$ cat config.mk
export PLATFORM = sky130hd
export DESIGN_NAME = online_makespan_job_placer
export DESIGN_NICKNAME = d
export VERILOG_FILES = /design/src/ompl_pkg.sv /design/src/online_makespan_job_placer.sv /design/src/ompl_mul.sv /design/src/ompl_table.sv
export SDC_FILE = /design/constraint.sdc
export NUM_CORES = 2
export LEC_CHECK = 0
export BUFFER_PORTS_ARGS = -buffer_cell sky130_fd_sc_hd__buf_2
export CORE_ASPECT_RATIO = 1.75
export CORE_MARGIN = 8
export CORE_UTILIZATION = 46
export DETAILED_ROUTE_END_ITERATION = 10
export GPL_ROUTABILITY_DRIVEN = 1
export SETUP_SLACK_MARGIN = 0.2
export SLEW_MARGIN = 25
export SYNTH_ARGS = -nofsm -noshare
export SYNTH_HDL_FRONTEND = slang
export SYNTH_HIERARCHICAL = 1
export SYNTH_SLANG_ARGS = --single-unit
$ cat constraint.sdc
create_clock -name clk -period 22.5 [get_ports clk]
set_clock_uncertainty 0.05 [all_clocks]
set_input_delay 1.125 -clock clk [delete_from_list [all_inputs] [get_ports clk]]
set_output_delay 1.125 -clock clk [all_outputs]
set_load 0.005 [all_outputs]
$ cat src/ompl_pkg.sv
// Shared types, constants and helper functions of the online makespan job placer.
`timescale 1ns / 1ps

package ompl_pkg;

  localparam int LOAD_W     = 48;
  localparam int MACH_N     = 16;
  localparam int ID_W       = 4;
  localparam int POS_W      = 4;
  localparam int CNT_W      = 5;
  localparam int SUM_W      = 52;
  localparam int COEF_W     = 20;
  localparam int PROD_W     = 72;
  localparam int MUL_DIGITS = 5;
  localparam int POLICY_W   = 2;
  localparam int BY_W       = 2;
  localparam int CFG_IDX_W  = 1;
  localparam int CFG_DATA_W = 5;

  localparam logic [LOAD_W-1:0] LOAD_MAX = '1;

  localparam logic [POLICY_W-1:0] POL_GREEDY = 2'd0;
  localparam logic [POLICY_W-1:0] POL_BARTAL = 2'd1;
  localparam logic [POLICY_W-1:0] POL_KARGER = 2'd2;
  localparam logic [POLICY_W-1:0] POL_ALBERS = 2'd3;

  localparam logic [BY_W-1:0] BY_LEAST = 2'd0;
  localparam logic [BY_W-1:0] BY_RULE  = 2'd1;
  localparam logic [BY_W-1:0] BY_DELAY = 2'd2;

  localparam logic [CFG_IDX_W-1:0] REG_POLICY   = 1'b0;
  localparam logic [CFG_IDX_W-1:0] REG_MACHINES = 1'b1;

  localparam logic [CNT_W-1:0] M_MIN = 5'd3;
  localparam logic [CNT_W-1:0] M_MAX = 5'd16;

  // Q2.16 thresholds
  localparam logic [COEF_W-1:0] K_BARTAL = 20'd130154;
  localparam logic [COEF_W-1:0] K_KARGER = 20'd127468;
  localparam logic [COEF_W-1:0] K_ALBERS = 20'd126026;
  localparam logic [23:0]       ALB_UNIT = 24'd120980;
  localparam logic [23:0]       K_029    = 24'd19005;

  typedef struct packed {
    logic              mode;
    logic [LOAD_W-1:0] amount;
    logic [ID_W-1:0]   target_machine;
  } job_t;

  typedef struct packed {
    logic [ID_W-1:0]   machine;
    logic [BY_W-1:0]   placed_by;
    logic [LOAD_W-1:0] machine_load;
  } result_t;

  typedef struct packed {
    logic              start;
    logic [SUM_W-1:0]  a;
    logic [COEF_W-1:0] b;
  } mul_req_t;

  typedef struct packed {
    logic              en;
    logic [POS_W-1:0]  addr;
    logic [LOAD_W-1:0] load;
    logic [ID_W-1:0]   id;
  } tbl_wr_t;

  function automatic logic [LOAD_W-1:0] sat_add(input logic [LOAD_W-1:0] a,
                                                input logic [LOAD_W-1:0] b);
    logic [LOAD_W:0] s;
    s = {1'b0, a} + {1'b0, b};
    return s[LOAD_W] ? LOAD_MAX : s[LOAD_W-1:0];
  endfunction

  // floor(0.445 * m)
  function automatic logic [CNT_W-1:0] bartal_pos(input logic [CNT_W-1:0] m);
    logic [CNT_W-1:0] r;
    case (m)
      5'd3, 5'd4:          r = 5'd1;
      5'd5, 5'd6:          r = 5'd2;
      5'd7, 5'd8:          r = 5'd3;
      5'd9, 5'd10, 5'd11:  r = 5'd4;
      5'd12, 5'd13:        r = 5'd5;
      5'd14, 5'd15:        r = 5'd6;
      5'd16:               r = 5'd7;
      default:             r = 5'd1;
    endcase
    return r;
  endfunction

  function automatic logic [COEF_W-1:0] alb_coef_a(input logic [CNT_W-1:0] m);
    logic [23:0] rest;
    logic [23:0] p;
    rest = 24'(m - (m >> 1));
    p    = ALB_UNIT * rest;
    return p[COEF_W-1:0];
  endfunction

  function automatic logic [COEF_W-1:0] alb_coef_b(input logic [CNT_W-1:0] m);
    logic [23:0] p;
    logic [23:0] q;
    logic [23:0] d;
    p = ALB_UNIT * 24'(m >> 1);
    q = K_029 * 24'(m);
    d = p - q;
    return (p > q) ? d[COEF_W-1:0] : '0;
  endfunction

endpackage

$ cat src/online_makespan_job_placer.sv
// Top level of the online makespan job placer: sequencer, table and shared multiplier.
`timescale 1ns / 1ps

// Usage:
//   job channel (job_valid / job_stall / job): one request per job placement
//   (mode 0) or machine delay (mode 1). job_stall is high while a request is
//   being worked on; only one request is in flight.
//   result channel (result_valid / result_stall / result): one result per
//   request. The result register holds while result_stall is high; the next
//   request is still taken meanwhile, and its result waits until the
//   register frees up.
//   cfg port (cfg_write / cfg_index / cfg_data): index 0 policy, 1 machine
//   count; write only while idle.
// Steps: an accept state, a scan of the table slots (one per cycle, held
//   while a test waits on the multiplier) that stops at the last machine in
//   use, a search for the chosen machine (one slot per cycle), a bubble pass
//   to restore the order, and the load of the result register. A delay skips
//   the scan; one for a machine not in use goes straight to the result.
//   Bartal adds one test (two products on the shared multiplier), Albers two
//   or four products, Karger one test per machine in use after the first.
// Reset: all loads zero, slot k holds machine k, policy greedy, 16 machines.
module online_makespan_job_placer import ompl_pkg::*; (
  input  logic                  clk,
  input  logic                  rst,
  input  logic                  job_valid,
  output logic                  job_stall,
  input  job_t                  job,
  output logic                  result_valid,
  input  logic                  result_stall,
  output result_t               result,
  input  logic                  cfg_write,
  input  logic [CFG_IDX_W-1:0]  cfg_index,
  input  logic [CFG_DATA_W-1:0] cfg_data
);

  localparam logic [3:0] S_IDLE   = 4'd0;
  localparam logic [3:0] S_SCAN   = 4'd1;
  localparam logic [3:0] S_TST2   = 4'd2;
  localparam logic [3:0] S_TST3   = 4'd3;
  localparam logic [3:0] S_ALB1   = 4'd4;
  localparam logic [3:0] S_ALB2   = 4'd5;
  localparam logic [3:0] S_ALB3   = 4'd6;
  localparam logic [3:0] S_ALB4   = 4'd7;
  localparam logic [3:0] S_ALB5   = 4'd8;
  localparam logic [3:0] S_FIND   = 4'd9;
  localparam logic [3:0] S_BUBBLE = 4'd10;
  localparam logic [3:0] S_OUT    = 4'd11;
  localparam logic [3:0] S_MWAIT  = 4'd12;

  logic [3:0] state;
  logic [3:0] ret;

  // configuration
  logic [POLICY_W-1:0] policy;
  logic [CNT_W-1:0]    mcount;

  // request being worked on
  logic              mode_q;
  logic [LOAD_W-1:0] job_q;
  logic [ID_W-1:0]   target_q;

  // scan bookkeeping
  logic [POS_W-1:0]  k;
  logic [POS_W-1:0]  n;
  logic [SUM_W-1:0]  prefix;
  logic [SUM_W-1:0]  pre_half;
  logic [LOAD_W-1:0] h0;
  logic [LOAD_W-1:0] h_half;
  logic [LOAD_W-1:0] h_last;
  logic [LOAD_W-1:0] h_cur;
  logic [ID_W-1:0]   id_cur;
  logic [ID_W-1:0]   id_half;
  logic [ID_W-1:0]   cid;
  logic [BY_W-1:0]   cby;

  // placement and result
  logic [POS_W-1:0]  p;
  logic [LOAD_W-1:0] cur_load;
  result_t           res_q;

  // shared multiplier
  mul_req_t          mreq;
  logic              mul_done;
  logic [PROD_W-1:0] mul_p;
  logic [PROD_W-1:0] p0;
  logic [PROD_W-1:0] p1;

  // table
  logic [POS_W-1:0]  rd_addr;
  logic [LOAD_W-1:0] rd_load;
  logic [ID_W-1:0]   rd_id;
  tbl_wr_t           twr;

  ompl_table u_table (
    .clk     (clk),
    .rst     (rst),
    .rd_addr (rd_addr),
    .rd_load (rd_load),
    .rd_id   (rd_id),
    .wr      (twr)
  );

  ompl_mul u_mul (
    .clk  (clk),
    .rst  (rst),
    .req  (mreq),
    .done (mul_done),
    .prod (mul_p)
  );

  // Machine count clamped to the supported range.
  logic [CNT_W-1:0] m;
  logic [CNT_W-1:0] half;
  logic [CNT_W-1:0] l_pos;
  logic [CNT_W-1:0] n_ext;

  always_comb begin
    if (mcount < M_MIN) begin
      m = M_MIN;
    end else if (mcount > M_MAX) begin
      m = M_MAX;
    end else begin
      m = mcount;
    end
  end

  assign half  = m >> 1;
  assign l_pos = bartal_pos(m);
  assign n_ext = {1'b0, n};

  // Scan-side decode
  logic              active;
  logic              need_test;
  logic              last_active;
  logic              adv;
  logic [LOAD_W-1:0] adv_load;
  logic [ID_W-1:0]   adv_id;
  logic [LOAD_W-1:0] x_scan;
  logic              test_pass;

  assign active      = ({1'b0, rd_id} < m);
  assign x_scan      = sat_add(rd_load, job_q);
  assign need_test   = active && (((policy == POL_KARGER) && (n != '0)) ||
                                  ((policy == POL_BARTAL) && (n_ext == l_pos)));
  assign last_active = (n_ext == m - 5'd1);
  assign adv         = ((state == S_SCAN) && active && !need_test) || (state == S_TST3);
  assign adv_load    = (state == S_TST3) ? h_cur : rd_load;
  assign adv_id      = (state == S_TST3) ? id_cur : rd_id;
  // (h + j) * i * 2^16 <= K * sum of the lower loads
  assign test_pass   = ({p0[PROD_W-17:0], 16'b0} <= p1);

  // Albers sums: the job lands on the least loaded machine, re-sorted.
  logic [LOAD_W-1:0] x0;
  logic [LOAD_W-1:0] low_pick;
  logic [LOAD_W-1:0] x_half;
  logic [SUM_W-1:0]  ll;
  logic [SUM_W-1:0]  tot;
  logic [SUM_W-1:0]  lh;

  assign x0       = sat_add(h0, job_q);
  assign low_pick = (x0 <= h_half) ? x0 : h_half;
  assign ll       = pre_half - SUM_W'(h0) + SUM_W'(low_pick);
  assign tot      = prefix - SUM_W'(h0) + SUM_W'(x0);
  assign lh       = tot - ll;
  assign x_half   = sat_add(h_half, job_q);

  // Placement: find the machine, then bubble it upward to its sorted slot.
  logic [ID_W-1:0] find_id;
  logic            move_down;

  assign find_id   = mode_q ? target_q : cid;
  assign rd_addr   = (state == S_BUBBLE) ? p + POS_W'(1) : k;
  assign move_down = (p != POS_W'(MACH_N - 1)) &&
                     ((rd_load < cur_load) || ((rd_load == cur_load) && (rd_id < find_id)));

  always_comb begin
    twr.en   = (state == S_BUBBLE);
    twr.addr = p;
    twr.load = move_down ? rd_load : cur_load;
    twr.id   = move_down ? rd_id : find_id;
  end

  assign job_stall = (state != S_IDLE);

  always_ff @(posedge clk) begin
    if (rst) begin
      state        <= S_IDLE;
      ret          <= S_IDLE;
      policy       <= POL_GREEDY;
      mcount       <= M_MAX;
      result_valid <= 1'b0;
      mreq.start   <= 1'b0;
      k            <= '0;
      n            <= '0;
    end else begin
      mreq.start <= 1'b0;

      // Drop valid once taken, unless a new result is loaded this cycle.
      if (result_valid && !result_stall && (state != S_OUT)) begin
        result_valid <= 1'b0;
      end

      if (cfg_write) begin
        unique case (cfg_index)
          REG_POLICY:   policy <= cfg_data[POLICY_W-1:0];
          REG_MACHINES: mcount <= cfg_data;
          default:      ;
        endcase
      end

      // Fold an active slot into the running sums.
      if (adv) begin
        prefix <= prefix + SUM_W'(adv_load);
        h_last <= adv_load;
        if (n == '0) begin
          h0  <= adv_load;
          cid <= adv_id;
          cby <= BY_LEAST;
        end
        if (n_ext == half) begin
          h_half   <= adv_load;
          id_half  <= adv_id;
          pre_half <= prefix;
        end
        n <= n + POS_W'(1);
        if (last_active) begin
          k     <= '0;
          state <= (policy == POL_ALBERS) ? S_ALB1 : S_FIND;
        end else begin
          k     <= k + POS_W'(1);
          state <= S_SCAN;
        end
      end

      unique case (state)
        S_IDLE: begin
          if (job_valid) begin
            mode_q   <= job.mode;
            job_q    <= job.amount;
            target_q <= job.target_machine;
            k        <= '0;
            n        <= '0;
            prefix   <= '0;
            if (!job.mode) begin
              state <= S_SCAN;
            end else if ({1'b0, job.target_machine} < m) begin
              state <= S_FIND;
            end else begin
              // delay for a machine not in use: report and drop
              res_q.machine      <= job.target_machine;
              res_q.placed_by    <= BY_DELAY;
              res_q.machine_load <= '0;
              state              <= S_OUT;
            end
          end
        end
        S_SCAN: begin
          if (!active) begin
            k <= k + POS_W'(1);
          end else if (need_test) begin
            h_cur      <= rd_load;
            id_cur     <= rd_id;
            mreq.start <= 1'b1;
            mreq.a     <= SUM_W'(x_scan);
            mreq.b     <= COEF_W'(n);
            ret        <= S_TST2;
            state      <= S_MWAIT;
          end
        end
        S_TST2: begin
          mreq.start <= 1'b1;
          mreq.a     <= prefix;
          mreq.b     <= (policy == POL_BARTAL) ? K_BARTAL : K_KARGER;
          ret        <= S_TST3;
          state      <= S_MWAIT;
        end
        S_TST3: begin
          if (test_pass) begin
            cid <= id_cur;
            cby <= BY_RULE;
          end
        end
        S_ALB1: begin
          mreq.start <= 1'b1;
          mreq.a     <= ll;
          mreq.b     <= alb_coef_a(m);
          ret        <= S_ALB2;
          state      <= S_MWAIT;
        end
        S_ALB2: begin
          mreq.start <= 1'b1;
          mreq.a     <= lh;
          mreq.b     <= alb_coef_b(m);
          ret        <= S_ALB3;
          state      <= S_MWAIT;
        end
        S_ALB3: begin
          if (p0 <= p1) begin
            // rule one: keep the least loaded machine
            state <= S_FIND;
          end else if (x_half > h_last) begin
            mreq.start <= 1'b1;
            mreq.a     <= SUM_W'(x_half);
            mreq.b     <= COEF_W'(m);
            ret        <= S_ALB4;
            state      <= S_MWAIT;
          end else begin
            cid   <= id_half;
            cby   <= BY_RULE;
            state <= S_FIND;
          end
        end
        S_ALB4: begin
          mreq.start <= 1'b1;
          mreq.a     <= tot;
          mreq.b     <= K_ALBERS;
          ret        <= S_ALB5;
          state      <= S_MWAIT;
        end
        S_ALB5: begin
          if (!({p0[PROD_W-17:0], 16'b0} > p1)) begin
            cid <= id_half;
            cby <= BY_RULE;
          end
          state <= S_FIND;
        end
        S_MWAIT: begin
          if (mul_done) begin
            p1    <= mul_p;
            p0    <= p1;
            state <= ret;
          end
        end
        S_FIND: begin
          if (rd_id == find_id) begin
            cur_load <= sat_add(rd_load, job_q);
            p        <= k;
            state    <= S_BUBBLE;
          end else begin
            k <= k + POS_W'(1);
          end
        end
        S_BUBBLE: begin
          if (move_down) begin
            p <= p + POS_W'(1);
          end else begin
            res_q.machine      <= find_id;
            res_q.placed_by    <= mode_q ? BY_DELAY : cby;
            res_q.machine_load <= cur_load;
            state              <= S_OUT;
          end
        end
        S_OUT: begin
          // hold until the result register is free
          if (!result_valid || !result_stall) begin
            result       <= res_q;
            result_valid <= 1'b1;
            state        <= S_IDLE;
          end
        end
        default: begin
          state <= S_IDLE;
        end
      endcase
    end
  end

`ifndef ASSERT_OFF
  a_mul_done_waited: assert property (@(posedge clk) disable iff (rst)
    mul_done |-> (state == S_MWAIT))
    else $error("multiplier finished outside a wait state");

  a_scan_bound: assert property (@(posedge clk) disable iff (rst)
    (state == S_SCAN) |-> (n_ext < m))
    else $error("scan ran past the active machines");

  a_write_in_bubble: assert property (@(posedge clk) disable iff (rst)
    twr.en |=> ($past(state) == S_BUBBLE))
    else $error("table written outside the bubble pass");

  a_result_after_out: assert property (@(posedge clk) disable iff (rst)
    $rose(result_valid) |-> ($past(state) == S_OUT))
    else $error("result raised without a finished request");
`endif

endmodule

$ cat src/ompl_mul.sv
// Shared radix-16 shift-add multiplier, one digit of the short operand per cycle.
`timescale 1ns / 1ps

module ompl_mul import ompl_pkg::*; (
  input  logic              clk,
  input  logic              rst,
  input  mul_req_t          req,
  output logic              done,
  output logic [PROD_W-1:0] prod
);

  logic [PROD_W-1:0] a_sh;
  logic [COEF_W-1:0] b_rem;
  logic [2:0]        cnt;
  logic              busy;
  logic [PROD_W-1:0] pp;

  always_comb begin
    pp = (b_rem[0] ? a_sh : '0)
       + (b_rem[1] ? (a_sh << 1) : '0)
       + (b_rem[2] ? (a_sh << 2) : '0)
       + (b_rem[3] ? (a_sh << 3) : '0);
  end

  always_ff @(posedge clk) begin
    if (rst) begin
      busy <= 1'b0;
      done <= 1'b0;
      cnt  <= '0;
    end else begin
      done <= 1'b0;
      if (req.start) begin
        prod  <= '0;
        a_sh  <= PROD_W'(req.a);
        b_rem <= req.b;
        cnt   <= '0;
        busy  <= 1'b1;
      end else if (busy) begin
        prod  <= prod + pp;
        a_sh  <= a_sh << 4;
        b_rem <= b_rem >> 4;
        cnt   <= cnt + 3'd1;
        if (cnt == 3'(MUL_DIGITS - 1)) begin
          busy <= 1'b0;
          done <= 1'b1;
        end
      end
    end
  end

endmodule

$ cat src/ompl_table.sv
// Sorted load table: one load and machine id per slot, one read and one write port.
`timescale 1ns / 1ps

module ompl_table import ompl_pkg::*; (
  input  logic              clk,
  input  logic              rst,
  input  logic [POS_W-1:0]  rd_addr,
  output logic [LOAD_W-1:0] rd_load,
  output logic [ID_W-1:0]   rd_id,
  input  tbl_wr_t           wr
);

  logic [LOAD_W-1:0] loads [MACH_N];
  logic [ID_W-1:0]   ids   [MACH_N];

  assign rd_load = loads[rd_addr];
  assign rd_id   = ids[rd_addr];

  always_ff @(posedge clk) begin
    if (rst) begin
      for (int k = 0; k < MACH_N; k++) begin
        loads[k] <= '0;
        ids[k]   <= ID_W'(k);
      end
    end else if (wr.en) begin
      loads[wr.addr] <= wr.load;
      ids[wr.addr]   <= wr.id;
    end
  end

endmodule

# Yosys cells after proc, flatten, opt, wreduce, memory -nomap -nowiden
# Memories as Yosys holds them, arrays and structs flattened.
# Index checks and enable logic that the tools add are counted.
totals:
  regBits: 933
  output_inout_bits: 56
  mem_bits_rw: 832
  latch_bits: 0
  memories: 3
  wordCells: 259
  mem_bits_ro: 96
classes:
  eq_ne: 33
  mux: 101
  shifts: 0
  n_div: 0
  add_sub_neg: 20
  mul: 3
  bitwise_logic: 3
  n_reduce_logical: 44
  order_cmp: 12
memory_table:
  columns: ["memory", "depth", "width", "read_ports", "rd_ports_with_merged_regs", "write_ports", "line_no", "source"]
  rows:
  - ["u_table.loads", 16, 48, 1, 0, 16, "ompl_table.sv:13", "logic [LOAD_W-1:0] loads [MACH_N];"]
  - ["(no name shown)", 32, 3, 1, 0, 0, "ompl_pkg.sv:79", "case (m)"]
  - ["u_table.ids", 16, 4, 1, 0, 16, "ompl_table.sv:14", "logic [ID_W-1:0] ids [MACH_N];"]
op_table:
  columns: ["operator", "count"]
  rows:
  - ["$pmux W73 S6", 1]
  - ["$mux W72", 6]
  - ["$mux W48", 7]
  - ["$mux W73", 4]
  - ["$add A72 B72 Y72", 4]
  - ["$mux W54", 4]
  - ["$mux W52", 4]
  - ["$add A52 B48 Y52", 3]
  - ["$mux W4", 38]
  - ["$add A48 B48 Y49", 3]
  - ["$le A72 B72 Y1", 2]
  - ["$pmux W54 S2", 1]
  - ["$sub A52 B48 Y52", 2]
  - ["$gt A72 B72 Y1", 1]
  - ["$mux W20", 3]
  - ["$sub A52 B52 Y52", 1]
  - ["$eq A48 B48 Y1", 1]
  - ["$gt A48 B48 Y1", 1]
  - ["$le A48 B48 Y1", 1]
  - ["$lt A48 B48 Y1", 1]
  - ["$reduce_or A48 Y1", 1]
  - ["$pmux W4 S10", 1]
  - ["$mul A15 B24 Y18 const A", 1]
  - ["$pmux W4 S3", 2]
  - ["other kinds (48)", 123]

# Logic depth before layout (Yosys ltp)
# An unclocked memory read counts as a cell.
depth:
  word_depth: 15
  depth_mapped: 58

# By module
# The synthesis kept the hierarchy.
by_module_without_submodules:
  columns: ["mod", "area_per_inst_um2", "cells_each", "seq_area_each_um2", "instances"]
  rows:
  - ["online_makespan_job_placer", 61526.5, 6327, 22691.8, 1]
  - ["ompl_table", 37001.7, 2281, 24984.0, 1]
  - ["ompl_mul", 17449.2, 1780, 5024.8, 1]

# Worst setup path after synthesis
# Ideal clock, no wire load.
synth_timing:
  path_type: "reg2reg"
  from: "register state[3]"
  to: "register h_half[0], enable pin"
  setup_ns: 0.694
  required_ns: 21.756
  period_less_slack_ns: 12.229
  stages_incl_launch_ff: 24
  arrival_ns: 11.485
  setup_slack_ns: 10.271
  path_buffers: 6
  path_cell_list: "dfxtp_1 -> buf_1 -> inv_1 -> nor2_1 -> nand2_1 -> clkinv_1 -> buf_1 -> nand2_1 -> nand2_1 -> buf_2 -> buf_2 -> buf_1 -> mux4_2 -> a22oi_1 -> nand2_1 -> ha_1 -> o31ai_1 -> a21boi_0 -> o21ai_0 -> a21oi_1 -> nor2b_1 -> a21oi_1 -> clkbuf_1 -> nor3_1"
synth_lines:
  columns: ["element", "line_no", "source"]
  rows:
  - ["start: declaration", "online_makespan_job_placer.sv:50", "logic [3:0] state;"]
  - ["start signal: assignment", "online_makespan_job_placer.sv:228", "state <= (policy == POL_ALBERS) ? S_ALB1 : S_FIND;"]
  - ["start signal: assignment", "online_makespan_job_placer.sv:331", "state <= ret;"]
  - ["end signal: assignment", "online_makespan_job_placer.sv:221", "h_half <= adv_load;"]
  - ["end: declaration", "online_makespan_job_placer.sv:68", "logic [LOAD_W-1:0] h_half;"]

# Worst setup path after layout
layout_timing:
  from: "register job_q[17]"
  to: "register mreq[71] in the netlist's numbering (data pin)"
layout_via:
  elab_chain_cells: 7
layout_rtl:
  columns: ["element", "line_no", "source"]
  rows:
  - ["start: declaration", "online_makespan_job_placer.sv:59", "logic [LOAD_W-1:0] job_q;"]
  - ["start signal: assignment", "online_makespan_job_placer.sv:239", "job_q <= job.amount;"]
  - ["$add A48 B48 Y49 *", "ompl_pkg.sv:72", "s = {1'b0, a} + {1'b0, b};"]
  - ["$mux W48 *", "ompl_pkg.sv:73", "return s[LOAD_W] ? LOAD_MAX : s[LOAD_W-1:0];"]
  - ["$le A48 B48 Y1", "online_makespan_job_placer.sv:161", "assign low_pick = (x0 <= h_half) ? x0 : h_half;"]
  - ["$mux W48", "online_makespan_job_placer.sv:161", null]
  - ["$add A52 B48 Y52", "online_makespan_job_placer.sv:162", "assign ll = pre_half - SUM_W'(h0) + SUM_W'(low_pick);"]
  - ["$sub A52 B52 Y52", "online_makespan_job_placer.sv:164", "assign lh = tot - ll;"]
  - ["$pmux W73 S6 *", "online_makespan_job_placer.sv:235", "unique case (state)"]
  - ["end: declaration", "online_makespan_job_placer.sv:82", "mul_req_t mreq;"]
# Every way passes the cells marked *; elsewhere a longest branch is shown, timed or not.
# A chain may end at the register's enable or synchronous reset.

==> reports/qor.txt <==
Fmax = 65.7 MHz
Via count = 82600
Initial antenna violation count = 20
Vias/cell = 5.97
Async set-reset flop share out of synthesis = 0
Post-CTS Setup Bufs = 0
Placed Instance Area = 120000 sq um
Register bit total from synthesis = 1765
Utilization after layout = 0.501
Post-synth top area share = 0.449
CP max FO = 23
Final GP Congestion = 1.01
Chip Width = 396 um
Fin Setup TNS = 0 ns
CTS tree = yes
DP HPWL = 275000 um
Synth Instances = 10400
Iteration count of the initial detailed-routing pass = 7
ANT nets after route = 0
Yosys top cell by area = edfxtp_1
Post-synth EDFFs = 1735
Final Max Tran Viols = 0
Hold Path Origin = res_q[50]$_DFFE_PP_
Max-Cap Viols = 0
Critical path's slowest cell = o41ai_1
YS warnings = 6
Largest net degree at the start of global routing = 142
Status = finished, final reports clean
Crit path kind = reg -> reg
Worst Path Arrival = 15.74 ns
Class of the worst hold path = reg -> reg
RR Endpoint = mreq[71]$_DFFE_PP_
Final setup vio count = 0
Standard-cell rows = 244
Dominant synthesized flop cell = edfxtp_1
Resized Gates After CTS = 0
Startpoint types = flop
Final Net Count = 11600
Clk_lat worst skew = 0.88 ns
Dpl ws = 7.61 ns
Io pins = 120
Drt total wl = 375000 um
Sink Count = 1765
Required @ worst endpoint = 23.02 ns
Slew HR = 0.220
Root buffer cell = clkbuf_16
DRC = 0
Final cycle utilization of the critical path = 0.677
Final Cell Area = 126000 sq um
Min Clock Period, post-route = 15.22 ns
RSZ-0062 raised after global routing = no
Crit end category = flop
Hold endpoint = result[50]$_DFFE_PP_
Syn Std Cell Area = 116000 sq um
First-pass GRT wire length = 547000 um
Syn_nets = 11600
Sequential fraction of the synthesis area = 0.454
Num CTS Buffers = 179
Port-buffer cells = 119
Unique masters post-synth = 108
Clk buf depth = 4
Ratio of cells with drive above 1 in the final layout = 0.0961
Synth Area per Inst = 11.2 sq um
Grt ovf = 0
Reg2Reg Depth = 52
Die height = 680 um
CTS clk-pin slew, worst paths = 0.07 ns
Die footprint = 269000 sq um
Cts hold-fix bufs = 0
GRT Total Usage = 0.270
Core box area = 252000 sq um
Vias in the first global route = 86300
Wire per inst = 27.1 um
Synth area leaders = edfxtp_1, ha_1, fa_1
Largest stage delay, worst path = 0.87 ns
Hold Vio Cnt, Final = 0
Initial core utilization = 0.461
FF-to-FF Start = job_q[17]$_DFFE_PP_
H-tree levels = 4
Reg2Reg Setup Slack = 7.28 ns
Hold path depth = 0
DR iter-0 viols = 5551
Slew of the pin with the lowest slew margin = 1.17 ns
PnR worst setup slack = 7.28 ns
Area delta synth->final = 8.72%
-- how the worst max path moves through the flow --
stage | startpoint | to
floorplan | state[3]$_SDFF_PP0_ | h_half[0]$_DFFE_PP_
global placement | job_q[17]$_DFFE_PP_ | mreq[71]$_DFFE_PP_
detailed placement | job_q[17]$_DFFE_PP_ | mreq[71]$_DFFE_PP_
CTS | job_q[17]$_DFFE_PP_ | mreq[71]$_DFFE_PP_
global route | job_q[0]$_DFFE_PP_ | mreq[71]$_DFFE_PP_
finish | job_q[17]$_DFFE_PP_ | mreq[71]$_DFFE_PP_
-- area by class of cell --
class                           count  area [sq um]
Timing Repair Buffer              258          1710
Antenna cell                       28          70.1
Inverter                          857          3220
Sequential cell                  1765         52700
Tap cell                         3321          4160
Fill cell                       22500        125000
Clock buffer                      213          4700
Multi-Input combinational cell   7284         58500
Clock inverter                    102          1000
-- cells by family after synthesis --
family / synth area share
and+or+nand+nor: 0.138
AOI/OAI and AO/OA: 0.125
DFF: 0.454
buffers and inverters: 0.0444
adders and majority gates: 0.149
xor gates and xnor gates: 0.0348
muxes: 0.0541
other: 0.0000648
-- cells in the mapped netlist, types with 117 or more instances --
cell type	number
edfxtp_1	1735
inv_1	856
nand2_1	756
and2_1	1039
ha_1	832
xnor2_1	283
mux2_2	120
nor2_1	463
nand3_1	144
clkbuf_1	388
o21ai_0	445
xor2_1	178
a21oi_1	629
nand4_1	142
fa_1	341
mux4_2	208
a22oi_1	117
a21o_1	348
-- per-layer routing --
metal / routed length, um / vias to the layer above / global-route usage
met5: 28 / - / 0
met4: 27100 / 4 / 0.162
met3: 18800 / 1001 / 0.0310
met2: 195000 / 2852 / 0.499
met1: 135000 / 41400 / 0.295
li1: - / 37400 / -
-- layout by cell type, fill, tap and decap left out, types with 29 or more instances in the layout --
| cell | netlist | layout |
|---|---|---|
| o21bai_1 | 91 | 90 |
| a22oi_1 | 117 | 117 |
| nand3_1 | 144 | 144 |
| a221oi_1 | 38 | 37 |
| buf_2 | 39 | 118 |
| o31ai_1 | 31 | 31 |
| a211oi_1 | 49 | 49 |
| clkbuf_16 | 0 | 182 |
| nand2b_1 | 100 | 100 |
| xnor2_1 | 283 | 283 |
| nor4_1 | 31 | 29 |
| ha_1 | 832 | 832 |
| nor2b_1 | 100 | 97 |
| a21o_1 | 348 | 347 |
| dfxtp_1 | 30 | 29 |
| nor2_1 | 463 | 446 |
| and2_1 | 1039 | 1037 |
| a21oi_1 | 629 | 624 |
| nand2_1 | 756 | 753 |
| o21ai_0 | 445 | 404 |
| fa_1 | 341 | 341 |
| edfxtp_1 | 1735 | 1735 |
| nor3_1 | 91 | 84 |
| inv_1 | 856 | 855 |
| a31oi_1 | 59 | 58 |
| or3_1 | 59 | 58 |
| buf_4 | 8 | 133 |
| nand4_1 | 142 | 142 |
| clkinv_1 | 1 | 30 |
| mux4_2 | 208 | 208 |
| a221o_1 | 42 | 42 |
| xor2_1 | 178 | 177 |
| o211ai_1 | 47 | 47 |
| o21a_1 | 66 | 66 |
| and3_1 | 35 | 34 |
| mux2_2 | 120 | 120 |
| o21ai_1 | 14 | 54 |
| a211o_1 | 31 | 31 |
-- registers in the layout (all words and copies together) (netlist names), 5 cells and up --
register	flops
res_q	54
result	54
mreq	73
h_cur	48
u_table/loads	768
h_last	48
p1	72
job_q	48
h_half	48
h0	48
u_mul/a_sh	72
u_table/ids	64
prefix	52
p0	72
pre_half	52
mcount	5
cur_load	48
u_mul/prod	72
u_mul/b_rem	20
-- per-stage QoR --
stage	instances	hold slack, ns
after floorplan	10400	0.350
after global routing	13800	0.356
after CTS	13800	0.324
after global placement	13500	0.354
final	13800	0.367
after detailed placement	13500	0.355
-- worst max-delay path, delay by kind of cell, from the launching register on --
kind	cells	cell delay, ns
xor+xnor	3	0.48
fa+ha+maj	6	2.11
simple gates	15	3.03
flops	1	0.49
buf+inv	3	0.34
compound gates	25	8.37
Power is left out: the tool's default activity adds up to more than one toggle a clock period on the data nets, which glitch-free logic cannot reach.
